`config.mk`:
```
export PLATFORM = sky130hd
export DESIGN_NAME = sci_queue
export DESIGN_NICKNAME = d
export VERILOG_FILES = /design/src/rtl/core/sci_pkg.sv /design/src/rtl/core/sci_queue.sv
export VERILOG_INCLUDE_DIRS = /design/src /design/src/rtl/core
export SDC_FILE = /design/constraint.sdc
export NUM_CORES = 1
export LEC_CHECK = 0
export ABC_AREA = 0
export BUFFER_PORTS_ARGS = -buffer_cell sky130_fd_sc_hd__buf_2
export CELL_PAD_IN_SITES_DETAIL_PLACEMENT = 1
export CELL_PAD_IN_SITES_GLOBAL_PLACEMENT = 2
export CORE_UTILIZATION = 49
export CTS_BUF_LIST = sky130_fd_sc_hd__clkbuf_8 sky130_fd_sc_hd__clkbuf_16
export DETAILED_ROUTE_END_ITERATION = 8
export PLACE_DENSITY = 0.84
export SLEW_MARGIN = 10
export SYNTH_ARGS = -nofsm -noshare
export SYNTH_HDL_FRONTEND = slang
export SYNTH_SLANG_ARGS = --single-unit
```
`constraint.sdc`:
```
create_clock -name clk -period 12.1 [get_ports clk]
set_input_delay 0 -clock clk [delete_from_list [all_inputs] [get_ports clk]]
set_output_delay 0 -clock clk [all_outputs]
set_load 0.05 [all_outputs]
```
`src/rtl/core/segment_corner_intersect_unit_assert.svh`:
```
// Assertion macros shared by the segment corner intersect RTL.
`ifndef SEGMENT_CORNER_INTERSECT_UNIT_ASSERT_SVH
`define SEGMENT_CORNER_INTERSECT_UNIT_ASSERT_SVH

// Invariant checked at every clock edge outside reset.
`define SCI_ASSERT_ALWAYS(lbl, clk, rst_n, expr, msg) \
  lbl: assert property (@(posedge clk) disable iff (!rst_n) (expr)) else $error(msg);

// Condition in one cycle implies a consequence in the next cycle.
`define SCI_ASSERT_NEXT(lbl, clk, rst_n, ante, cons, msg) \
  lbl: assert property (@(posedge clk) disable iff (!rst_n) (ante) |=> (cons)) else $error(msg);

`endif

```
`src/rtl/core/sci_pkg.sv`:
```
// Types, widths, codes and arithmetic helpers of the segment corner intersect unit.
`default_nettype none
package sci_pkg;

  localparam int COORD_BITS = 15;
  localparam int DIFF_W     = COORD_BITS + 1;
  localparam int PROD_W     = 2 * COORD_BITS + 1;
  localparam int LEN_W      = 2 * DIFF_W;
  localparam int DEN_W      = LEN_W + 1;
  localparam int NUM_W      = PROD_W + DIFF_W + 1;
  localparam int MAG_W      = NUM_W - 1;
  localparam int SQ_W       = 2 * LEN_W;
  localparam int LIM_W      = 16;
  localparam int LIMSQ_W    = 2 * LIM_W;
  localparam int RHSP_W     = LIMSQ_W + LEN_W;
  localparam int CMP_W      = SQ_W + LIMSQ_W;
  localparam int GAP_W      = 10;
  localparam int GAPSQ_W    = 2 * GAP_W;

  localparam int CFG_IDX_W  = 8;
  localparam int CFG_DATA_W = 16;
  localparam logic [CFG_IDX_W-1:0] CFG_IDX_COS = CFG_IDX_W'(0);
  localparam logic [CFG_IDX_W-1:0] CFG_IDX_GAP = CFG_IDX_W'(1);
  localparam logic [LIM_W-1:0] COS_LIMIT_RST = LIM_W'(11141);
  localparam logic [GAP_W-1:0] MAX_GAP_RST   = GAP_W'(10);

  localparam int Q_DEPTH = 4;
  localparam int Q_PTR_W = 2;
  localparam int Q_CNT_W = 3;

  typedef logic signed [COORD_BITS-1:0] coord_t;
  typedef logic signed [DIFF_W-1:0]     diff_t;
  typedef logic signed [PROD_W-1:0]     prod_t;
  typedef logic signed [DEN_W-1:0]      den_t;
  typedef logic signed [NUM_W-1:0]      num_t;
  typedef logic [LEN_W-1:0]             len_t;
  typedef logic [MAG_W-1:0]             mag_t;
  typedef logic [SQ_W-1:0]              sq_t;
  typedef logic [RHSP_W-1:0]            rhsp_t;
  typedef logic [CMP_W-1:0]             cmp_t;
  typedef logic [COORD_BITS-1:0]        quo_t;

  localparam coord_t COORD_MAX = coord_t'((1 << (COORD_BITS - 1)) - 1);
  localparam coord_t COORD_MIN = coord_t'(1 << (COORD_BITS - 1));
  localparam quo_t   Q_HALF    = quo_t'(1 << (COORD_BITS - 1));

  typedef enum logic [1:0] {
    ST_OK       = 2'd0,
    ST_NOT_PERP = 2'd1,
    ST_TOO_FAR  = 2'd2,
    ST_ZERO_LEN = 2'd3
  } status_t;

  typedef struct packed {
    logic [LIM_W-1:0] cos_limit_q16;
    logic [GAP_W-1:0] max_endpoint_gap;
  } cfg_t;

  // One classified pair handed from the front to the divider back end.
  typedef struct packed {
    status_t status;
    mag_t    num_x_mag;
    mag_t    num_y_mag;
    logic    neg_x;
    logic    neg_y;
    len_t    den_mag;
  } qent_t;

  function automatic len_t sq_diff(diff_t v);
    logic signed [LEN_W-1:0] w;
    w = LEN_W'(v);
    return len_t'(w * w);
  endfunction

  function automatic den_t mul_dd(diff_t a, diff_t b);
    return den_t'(a) * den_t'(b);
  endfunction

  function automatic prod_t mul_cc(coord_t a, coord_t b);
    return prod_t'(a) * prod_t'(b);
  endfunction

  function automatic num_t mul_pd(prod_t p, diff_t d);
    return num_t'(p) * num_t'(d);
  endfunction

endpackage
`default_nettype wire

```
`src/rtl/core/sci_queue.sv`:
```
// Short register queue between the classifying front end and the divider back end.
`default_nettype none
`include "segment_corner_intersect_unit_assert.svh"
module sci_queue (
  input  wire logic           clk,
  input  wire logic           rst_n,
  input  wire logic           push,
  input  wire sci_pkg::qent_t push_data,
  output logic                full,
  input  wire logic           pop,
  output logic                not_empty,
  output sci_pkg::qent_t      pop_data
);
  import sci_pkg::*;

  qent_t                mem_r [Q_DEPTH];
  logic [Q_PTR_W-1:0]   wr_ptr_r, rd_ptr_r;
  logic [Q_CNT_W-1:0]   cnt_r, cnt_nxt;

  assign full      = cnt_r == Q_CNT_W'(Q_DEPTH);
  assign not_empty = cnt_r != '0;
  assign pop_data  = mem_r[rd_ptr_r];

  always_comb begin
    cnt_nxt = cnt_r;
    if (push && !pop)      cnt_nxt = cnt_r + Q_CNT_W'(1);
    else if (pop && !push) cnt_nxt = cnt_r - Q_CNT_W'(1);
  end

  always_ff @(posedge clk) begin
    if (!rst_n) begin
      wr_ptr_r <= '0;
      rd_ptr_r <= '0;
      cnt_r    <= '0;
    end else begin
      if (push) wr_ptr_r <= wr_ptr_r + Q_PTR_W'(1);
      if (pop)  rd_ptr_r <= rd_ptr_r + Q_PTR_W'(1);
      cnt_r <= cnt_nxt;
    end
  end

  always_ff @(posedge clk) begin
    if (push) mem_r[wr_ptr_r] <= push_data;
  end

  `SCI_ASSERT_ALWAYS(a_cnt_bound, clk, rst_n, cnt_r <= Q_CNT_W'(Q_DEPTH), "queue count overflow")
  `SCI_ASSERT_NEXT(a_cnt_inc, clk, rst_n, push && !pop, cnt_r == $past(cnt_r) + Q_CNT_W'(1), "count did not grow")
  `SCI_ASSERT_NEXT(a_cnt_dec, clk, rst_n, pop && !push, cnt_r == $past(cnt_r) - Q_CNT_W'(1), "count did not shrink")

endmodule
`default_nettype wire

```
==> results.json, run 1 <==
{
  "drt_iter0_drc": 507,
  "worstPathRequired_ps": 12100,
  "setup_ws_ps": 8810,
  "synth_seq_cells": 529,
  "whs_ps": 158,
  "period_share": 0.272,
  "antenna_found_initial": 2,
  "cts_resized": 0,
  "synthTopCellsByCount": "edfxtp_1 (520), mux4_2 (130), buf_12 (11), buf_2 (10)",
  "rows": 72,
  "ioPinCount": 266,
  "hold_depth": 2,
  "min_period_ps": 3290,
  "synthXorXnorAreaFrac": 0.00227,
  "fmax_ghz": 0.304,
  "power.leakage_nw": 8.23,
  "powerDensity_mw_per_mm2": 180,
  "cts_hold_buf": 134,
  "slew_headroom": 0.261,
  "post_cts_buffers": 0,
  "avgSynthCellArea_um2": 26.7,
  "finalInstanceArea_mm2": 0.0241,
  "crit_type": "flip-flop to output port",
  "clock_latency_ps": 590,
  "cts_sinks": 529,
  "finish.utilization": 0.622,
  "gp_congestion": 0.694,
  "synth_top_family_by_area": "multiplexers",
  "drive_gt1_frac": 0.405,
  "wl_um": 41100,
  "track_usage": 0.210,
  "dieArea_mm2": 0.0402,
  "rsz0062_at_grt": "no",
  "synth.most_common_cell": "edfxtp_1",
  "cts_max_level": 2,
  "drt-wirelength-per-cell_um": 23.9,
  "grt_max_degree": 71,
  "final_nets": 1296,
  "grt_overflow": 0,
  "dp_hpwl_um": 23100,
  "cp.arrival_ps": 3290,
  "cts-buffers-inserted": 53,
  "area_delta_synth_final_pct": 24.7,
  "grt_pass1_wl_um": 63000,
  "maxCapViolations": 0,
  "dpl_cell_area_mm2": 0.0210,
  "vias": 9149,
  "vdd_ir_drop_max_mv": 0.146,
  "multi_input_area_mm2": 0.00319,
  "synth_compound_area_frac": 0.000648,
  "setup_viol": 0,
  "grt_pass1_vias": 10378,
  "netlist_instances": 722,
  "yosysSeqAreaShare": 0.818,
  "filler_cell_count": 3251,
  "synthMuxAreaShare": 0.153,
  "cp-start-kind": "flip-flop",
  "synthDistinctLibCells": 22,
  "synth-simple-area-share": 0.00480,
  "drc": 0,
  "tightest_slew_ps": 1110,
  "path_max_fanout": 53,
  "cts_tree": "yes",
  "async_flop_share": 0,
  "path_clk_slew_ps": 60,
  "viasPerCell": 5.33,
  "tns_ps": 0,
  "die_h_um": 201,
  "fin_cells": 1718,
  "ant_nets": 0,
  "cts-root-buf": "clkbuf_16",
  "die_w_um": 201,
  "power.total_mw": 4.33,
  "ys_top_cells_by_area": "edfxtp_1 (81%), mux4_2 (15%), buf_12 (1.1%), dfxtp_1 (0.93%), ha_1 (0.32%)",
  "initial_core_util": 0.498,
  "synthFlopType": "edfxtp_1",
  "synth_fa_ha_area_frac": 0.00428,
  "cp-end-kind": "output port",
  "hold_class": "input pin to flip-flop",
  "synth.net_count": 862,
  "synth.largest_area_cell": "edfxtp_1",
  "clock_path_buffers": 3,
  "rr_worst_depth": 3,
  "dp_cells": 1485,
  "status": "complete, no violations",
  "synth_edf_count": 520,
  "synth_top_cell_area_share": 0.809,
  "yosysWarnings": 0,
  "pre_cts_ws_ps": 9230,
  "synth_area_mm2": 0.0193,
  "skew_ps": 15.5,
  "hold_viol_final": 0,
  "fp.coreArea_mm2": 0.0387,
  "regArea_mm2": 0.0158,
  "first_pass_iters": 4,
  "port_buffers": 265,
  "final_max_slew_viol_count": 0
}
[registers in the layout, summed over array words and instances, names as in the netlist, named ones only]
name,count
cnt_r,3
mem_r,520
rd_ptr_r,2
wr_ptr_r,2
[cells by family after synthesis]
logic type,Yosys count
flops,529
mux,132
buf+inv,33
simple gates,15
fa+ha+maj,6
xor+xnor,5
compound gates,2
[cell usage in the layout, fill, tap and decap left out, drive strengths merged]
| cell | Yosys | routed |
|---|---|---|
| edfxtp | 520 | 520 |
| buf | 28 | 274 |
| dlygate4sd3 | 0 | 134 |
| mux4 | 130 | 130 |
| clkbuf | 1 | 56 |
| clkinv | 0 | 20 |
| inv | 4 | 19 |
| dfxtp | 9 | 9 |
| and2 | 9 | 9 |
| ha | 5 | 5 |
| bufinv | 0 | 4 |
| xor2 | 3 | 3 |
| clkinvlp | 0 | 3 |
| or3 | 2 | 2 |
| xnor2 | 2 | 2 |
| mux2i | 2 | 2 |
| nor2b | 2 | 2 |
| diode | 0 | 1 |
| nor3b | 1 | 1 |
| nand2 | 1 | 1 |
| o21ai | 1 | 1 |
| a21boi | 1 | 1 |
| fa | 1 | 1 |
[layout make-up]
| class | instances | area share |
|---|---|---|
| Inverter | 4 | 0.000624 |
| Tap cell | 518 | 0.0269 |
| Clock inverter | 42 | 0.0133 |
| Clock buffer | 56 | 0.0568 |
| Timing Repair Buffer | 408 | 0.114 |
| Antenna cell | 1 | 0.000104 |
| Multi-Input combinational cell | 160 | 0.132 |
| Sequential cell | 529 | 0.656 |
[metal layers]
layer	vias to the layer above	part of all wire	global-route usage
li1	3993	-	-
met1	4805	0.40	0.277
met2	300	0.52	0.356
met3	49	0.061	0.0445
met4	2	0.016	0.0594
met5	-	0.00027	0
[power by group]
group | switching, mW | total [mW] | internal (mW)
registers | 0.0325 | 2.14 | 2.11
clock network | 0.666 | 1.57 | 0.901
logic | 0.425 | 0.622 | 0.197
total | 1.12 | 4.33 | 3.21
[final timing paths]
kind                                  from                       to  slack [ps]
setup / recovery                 flip-flop             pop_data[41]        8810
hold / removal               push_data[18]   mem_r[1][18]$_DFFE_PP_         160
setup reg to reg  wr_ptr_r[0]$_SDFFE_PN0P_  mem_r[3][110]$_DFFE_PP_        9330
hold reg to reg      cnt_r[2]$_SDFFE_PN0P_    cnt_r[2]$_SDFFE_PN0P_         520
[worst max-delay path, cell delays in order (launching register included)]
cell	delay [ps]
dfxtp_4	820
buf_4	930
mux4_2	660
buf_2	240
(Power assumes the default switching activity.)
==> inputs of run 2 (changes only) <==
CORE_UTILIZATION = 41   (was 49)
PLACE_DENSITY = 0.75   (was 0.84)
clock period = 2.77 ns   (was 12.1 ns; I/O delays follow)
==> results.json, run 2 (synthesis gave the netlist of run 1 again) <==
{
  "gp_congestion": 0.742,
  "grt_max_degree": 89,
  "clock_latency_ps": 590,
  "path_clk_slew_ps": 60,
  "finalInstanceArea_mm2": 0.0245,
  "skew_ps": 11.2,
  "drive_gt1_frac": 0.412,
  "worstPathRequired_ps": 2770,
  "fmax_ghz": 0.409,
  "ant_nets": 0,
  "dpl_cell_area_mm2": 0.0214,
  "setup_ws_ps": 324,
  "dp_cells": 1588,
  "layout_common_cells": "edfxtp_1 (520), buf_2 (265), dlygate4sd3_1 (134)",
  "initial_core_util": 0.416,
  "cp-end-kind": "output port",
  "dieArea_mm2": 0.0480,
  "tns_ps": 0,
  "netSwitchingPower_mw": 4.89,
  "path_max_fanout": 19,
  "maxCapViolations": 0,
  "sw_frac_of_total": 0.255,
  "post_cts_buffers": 0,
  "tightest_slew_ps": 691,
  "track_usage": 0.171,
  "period_share": 0.883,
  "cts_tree": "yes",
  "vias": 9123,
  "rsz0062_at_grt": "no",
  "regArea_mm2": 0.0158,
  "hold_class": "input pin to flip-flop",
  "seqPwrFrac": 0.486,
  "cts_sinks": 529,
  "fp.coreArea_mm2": 0.0465,
  "rows": 79,
  "cts_max_level": 2,
  "finish.utilization": 0.527,
  "drt_iter0_drc": 488,
  "antenna_found_initial": 2,
  "top_regs": "mem_r x520, cnt_r x3",
  "final_max_slew_viol_count": 0,
  "grt_pass1_wl_um": 60200,
  "die_h_um": 219,
  "viasPerCell": 5.01,
  "ioPinCount": 266,
  "min_period_ps": 2450,
  "regMostFlops": "mem_r",
  "clock_path_buffers": 3,
  "powerDensity_mw_per_mm2": 784,
  "cts-buffers-inserted": 54,
  "fin_cells": 1820,
  "clock_power_share": 0.370,
  "mostFrequentLayoutCell": "edfxtp_1",
  "crit_type": "flip-flop to output port",
  "status": "complete, no violations",
  "cts-root-buf": "clkbuf_16",
  "drc": 0,
  "setup_viol": 0,
  "dp_hpwl_um": 24000,
  "vdd_ir_drop_max_mv": 0.557,
  "regToRegSetupSlack_ps": 1070,
  "pre_cts_ws_ps": 879,
  "cp-start-kind": "flip-flop",
  "die_w_um": 219,
  "hold_viol_final": 0,
  "p_int_mw": 14.3,
  "slew_headroom": 0.540,
  "largest_reg_flops": 520,
  "power.leakage_nw": 8.34,
  "grt_overflow": 0,
  "wl_um": 40500,
  "area_delta_synth_final_pct": 26.8,
  "first_pass_iters": 4,
  "filler_cell_count": 4168,
  "final_nets": 1311,
  "port_buffers": 265,
  "drt-wirelength-per-cell_um": 22.2,
  "cp.arrival_ps": 2450,
  "grt_pass1_vias": 10114,
  "multi_input_area_mm2": 0.00319,
  "combPwrFrac": 0.144
}
## run 2: cell count changes in the layout (fill, tap and decap cells not counted), sizes merged
cell / delta
buf: +14
clkinv: +5
clkbuf: -2
bufinv: +3
clkinvlp: -2
inv: -5
## run 2: worst max-delay path, stage by stage (launching register included)
cell and delay [ps]:
dfxtp_4 660, buf_4 380, mux4_2 570, buf_2 240
## run 2: cell type report
type	count	area share
diodes	1	0.000102
clock inverters	43	0.0160
well taps	607	0.0310
flip-flops and latches	529	0.645
clock buffers	54	0.0552
repair buffers	422	0.122
inverters	4	0.000613
multi-input cells	160	0.130
## run 2: power groups by stage
stage / sequential, mW / combinational, mW / clock, mW
finish: 9.33 / 2.77 / 7.09
global route: 9.36 / 2.92 / 7.58
CTS: 9.34 / 2.81 / 7.31
detailed placement: 9.50 / 2.65 / 0
global placement: 9.48 / 2.62 / 0
floorplan: 9.44 / 1.99 / 0
## run 2: what timing repair did
action | CTS | global route
hold buffers | 134 | 0
gates resized for setup | 0 | 0
endpoints found under the hold margin | 534 | 0
## run 2: worst paths after layout
check                           startpoint                      end  cells past startpoint
setup / recovery                 flip-flop            pop_data[124]                      3
setup reg to reg  wr_ptr_r[0]$_SDFFE_PN0P_  mem_r[3][124]$_DFFE_PP_                      3
hold / removal              push_data[127]  mem_r[3][127]$_DFFE_PP_                      2
hold reg to reg      cnt_r[2]$_SDFFE_PN0P_    cnt_r[2]$_SDFFE_PN0P_                      2
## run 2: metal layers
metal  track usage  share of wire
met5             0        0.00032
met4        0.0484          0.020
met3        0.0467          0.065
met2         0.286           0.51
met1         0.217           0.41
## run 2: through the flow
step	power [mW]	hold slack, ps
floorplan	11.4	98.9
global placement	12.1	209
detailed placement	12.2	216
CTS	19.5	109
global route	19.9	126
finish	19.2	155
==> inputs of run 3 (changes only) <==
PLACE_DENSITY = unset   (was 0.75)
PLACE_DENSITY_LB_ADDON = 0.1   (was unset)
==> results.json, run 3 (synthesis gave the netlist of run 1 again) <==
{
  "crit_chain": "buf_4, mux4_2, buf_2",
  "cts-buffers-inserted": 54,
  "cp_top_family": "flip-flops",
  "slowest_delay_ps": 730,
  "grt_overflow": 0,
  "grt_pass1_wl_um": 60600,
  "combPwrFrac": 0.147,
  "final_max_slew_viol_count": 0,
  "dp_hpwl_um": 23600,
  "r2r_start": "wr_ptr_r[0]$_SDFFE_PN0P_",
  "finish.utilization": 0.528,
  "antenna_found_initial": 1,
  "grt_pass1_vias": 10091,
  "tightest_slew_ps": 605,
  "drive_gt1_frac": 0.409,
  "grt_max_degree": 82,
  "area_delta_synth_final_pct": 27.1,
  "min_period_ps": 2440,
  "drc": 0,
  "gp_congestion": 0.681,
  "clock_path_buffers": 3,
  "seqPwrFrac": 0.488,
  "fp.coreArea_mm2": 0.0465,
  "cp_num_cells": 3,
  "wl_um": 40300,
  "fmax_ghz": 0.411,
  "cp-endpoint": "pop_data[23]",
  "regMostFlops": "mem_r",
  "tns_ps": 0,
  "powerDensity_mw_per_mm2": 778,
  "finalInstanceArea_mm2": 0.0245,
  "cts-root-buf": "clkbuf_16",
  "cts_resized": 0,
  "rr_worst_depth": 4,
  "use_met1": 0.222,
  "power.total_mw": 19.1,
  "final_nets": 1310,
  "drt_iter0_drc": 471,
  "dpl_cell_area_mm2": 0.0215,
  "path_clk_slew_ps": 60,
  "cp_slowest_cell": "dfxtp_4",
  "first_pass_iters": 4,
  "pre_cts_ws_ps": 856,
  "worstPathRequired_ps": 2770,
  "reg2reg_to": "mem_r[0][89]$_DFFE_PP_",
  "ioPinCount": 266,
  "slew_headroom": 0.597,
  "netSwitchingPower_mw": 4.86,
  "clock_power_share": 0.365,
  "setup_ws_ps": 334,
  "status": "complete, no violations",
  "cp.arrival_ps": 2440,
  "gr-usage-met2": 0.286,
  "largest_reg_flops": 520,
  "sw_frac_of_total": 0.255,
  "post_cts_buffers": 0,
  "vdd_ir_drop_max_mv": 0.542,
  "p_int_mw": 14.2,
  "cts_sinks": 529,
  "hold_class": "input pin to flip-flop",
  "viasPerCell": 4.97,
  "regToRegSetupSlack_ps": 1030,
  "power.leakage_nw": 8.39,
  "cts_max_level": 2,
  "ant_nets": 0,
  "mostFrequentLayoutCell": "edfxtp_1",
  "top_usage_layer": "met2",
  "cts_hold_buf": 134,
  "maxCapViolations": 0,
  "vias": 9046,
  "drt-wirelength-per-cell_um": 22.2,
  "path_max_fanout": 23,
  "initial_core_util": 0.416,
  "cts_tree": "yes",
  "skew_ps": 16.1,
  "die_w_um": 219,
  "track_usage": 0.171,
  "die_h_um": 219,
  "crit_type": "flip-flop to output port",
  "rows": 79,
  "rsz0062_at_grt": "no",
  "dieArea_mm2": 0.0480,
  "period_share": 0.879,
  "clock_latency_ps": 580,
  "antenna_cells": 0,
  "hold_viol_final": 0,
  "use_met3": 0.0480,
  "setup_viol": 0,
  "port_buffers": 265,
  "top_regs": "mem_r x520, cnt_r x3",
  "layout_common_cells": "edfxtp_1 (520), buf_2 (265), dlygate4sd3_1 (134)",
  "cp-start-kind": "flip-flop",
  "crit_buf_inv": 2,
  "cp-end-kind": "output port"
}
[run 3: changes by cell type in the layout (fill, tap and decap cells not counted), sizes merged]
cell,previous run,this run
inv,14,20
clkbuf,54,59
clkinv,25,20
bufinv,7,4
buf,288,287
clkinvlp,1,0
diode,1,0
[run 3: final cells by class]
type	instances	area, um2
inverter	4	15.0
tap	607	759
clock inverter	40	268
fill	4148	21900
multi-input combinational	160	3190
sequential	529	15800
clock buffer	59	1450
timing repair buffer	421	3060
[run 3: worst reg2reg max path: stages, from the launching register on]
cell     delay [ps]
dfxtp_1         350
inv_1           110
ha_1            150
and2_4          440
buf_12          350
[run 3: how the worst min path moves through the flow]
stage,from,end,slack (ps),depth (start not counted)
detailed placement,push_data[94],mem_r[2][94]$_DFFE_PP_,220,1
finish,push_data[1],mem_r[0][1]$_DFFE_PP_,170,2
global placement,push_data[128],mem_r[2][128]$_DFFE_PP_,210,1
floorplan,push_data[0],mem_r[0][0]$_DFFE_PP_,100,0
global route,push_data[95],mem_r[3][95]$_DFFE_PP_,140,2
CTS,push_data[1],mem_r[0][1]$_DFFE_PP_,110,2
[run 3: per-stage QoR]
step | hold WS [ps] | instances
floorplan | 98.9 | 722
global placement | 214 | 1587
detailed placement | 217 | 1587
CTS | 114 | 1820
global route | 138 | 1820
finish | 165 | 1820
[run 3: per-layer routing]
layer  wire [um]  share of wire
met4         604          0.015
met5          13        0.00032
met2       20200           0.50
met3        2280          0.057
met1       17200           0.43
[run 3: power groups by stage]
stage,sequential [mW],clock (mW),combinational (mW)
2_1_floorplan,9.44,0,1.99
3_3_place_gp,9.48,0,2.68
3_5_place_dp,9.50,0,2.69
4_1_cts,9.33,7.18,2.86
5_1_grt,9.35,7.44,2.96
6_report,9.32,6.97,2.80
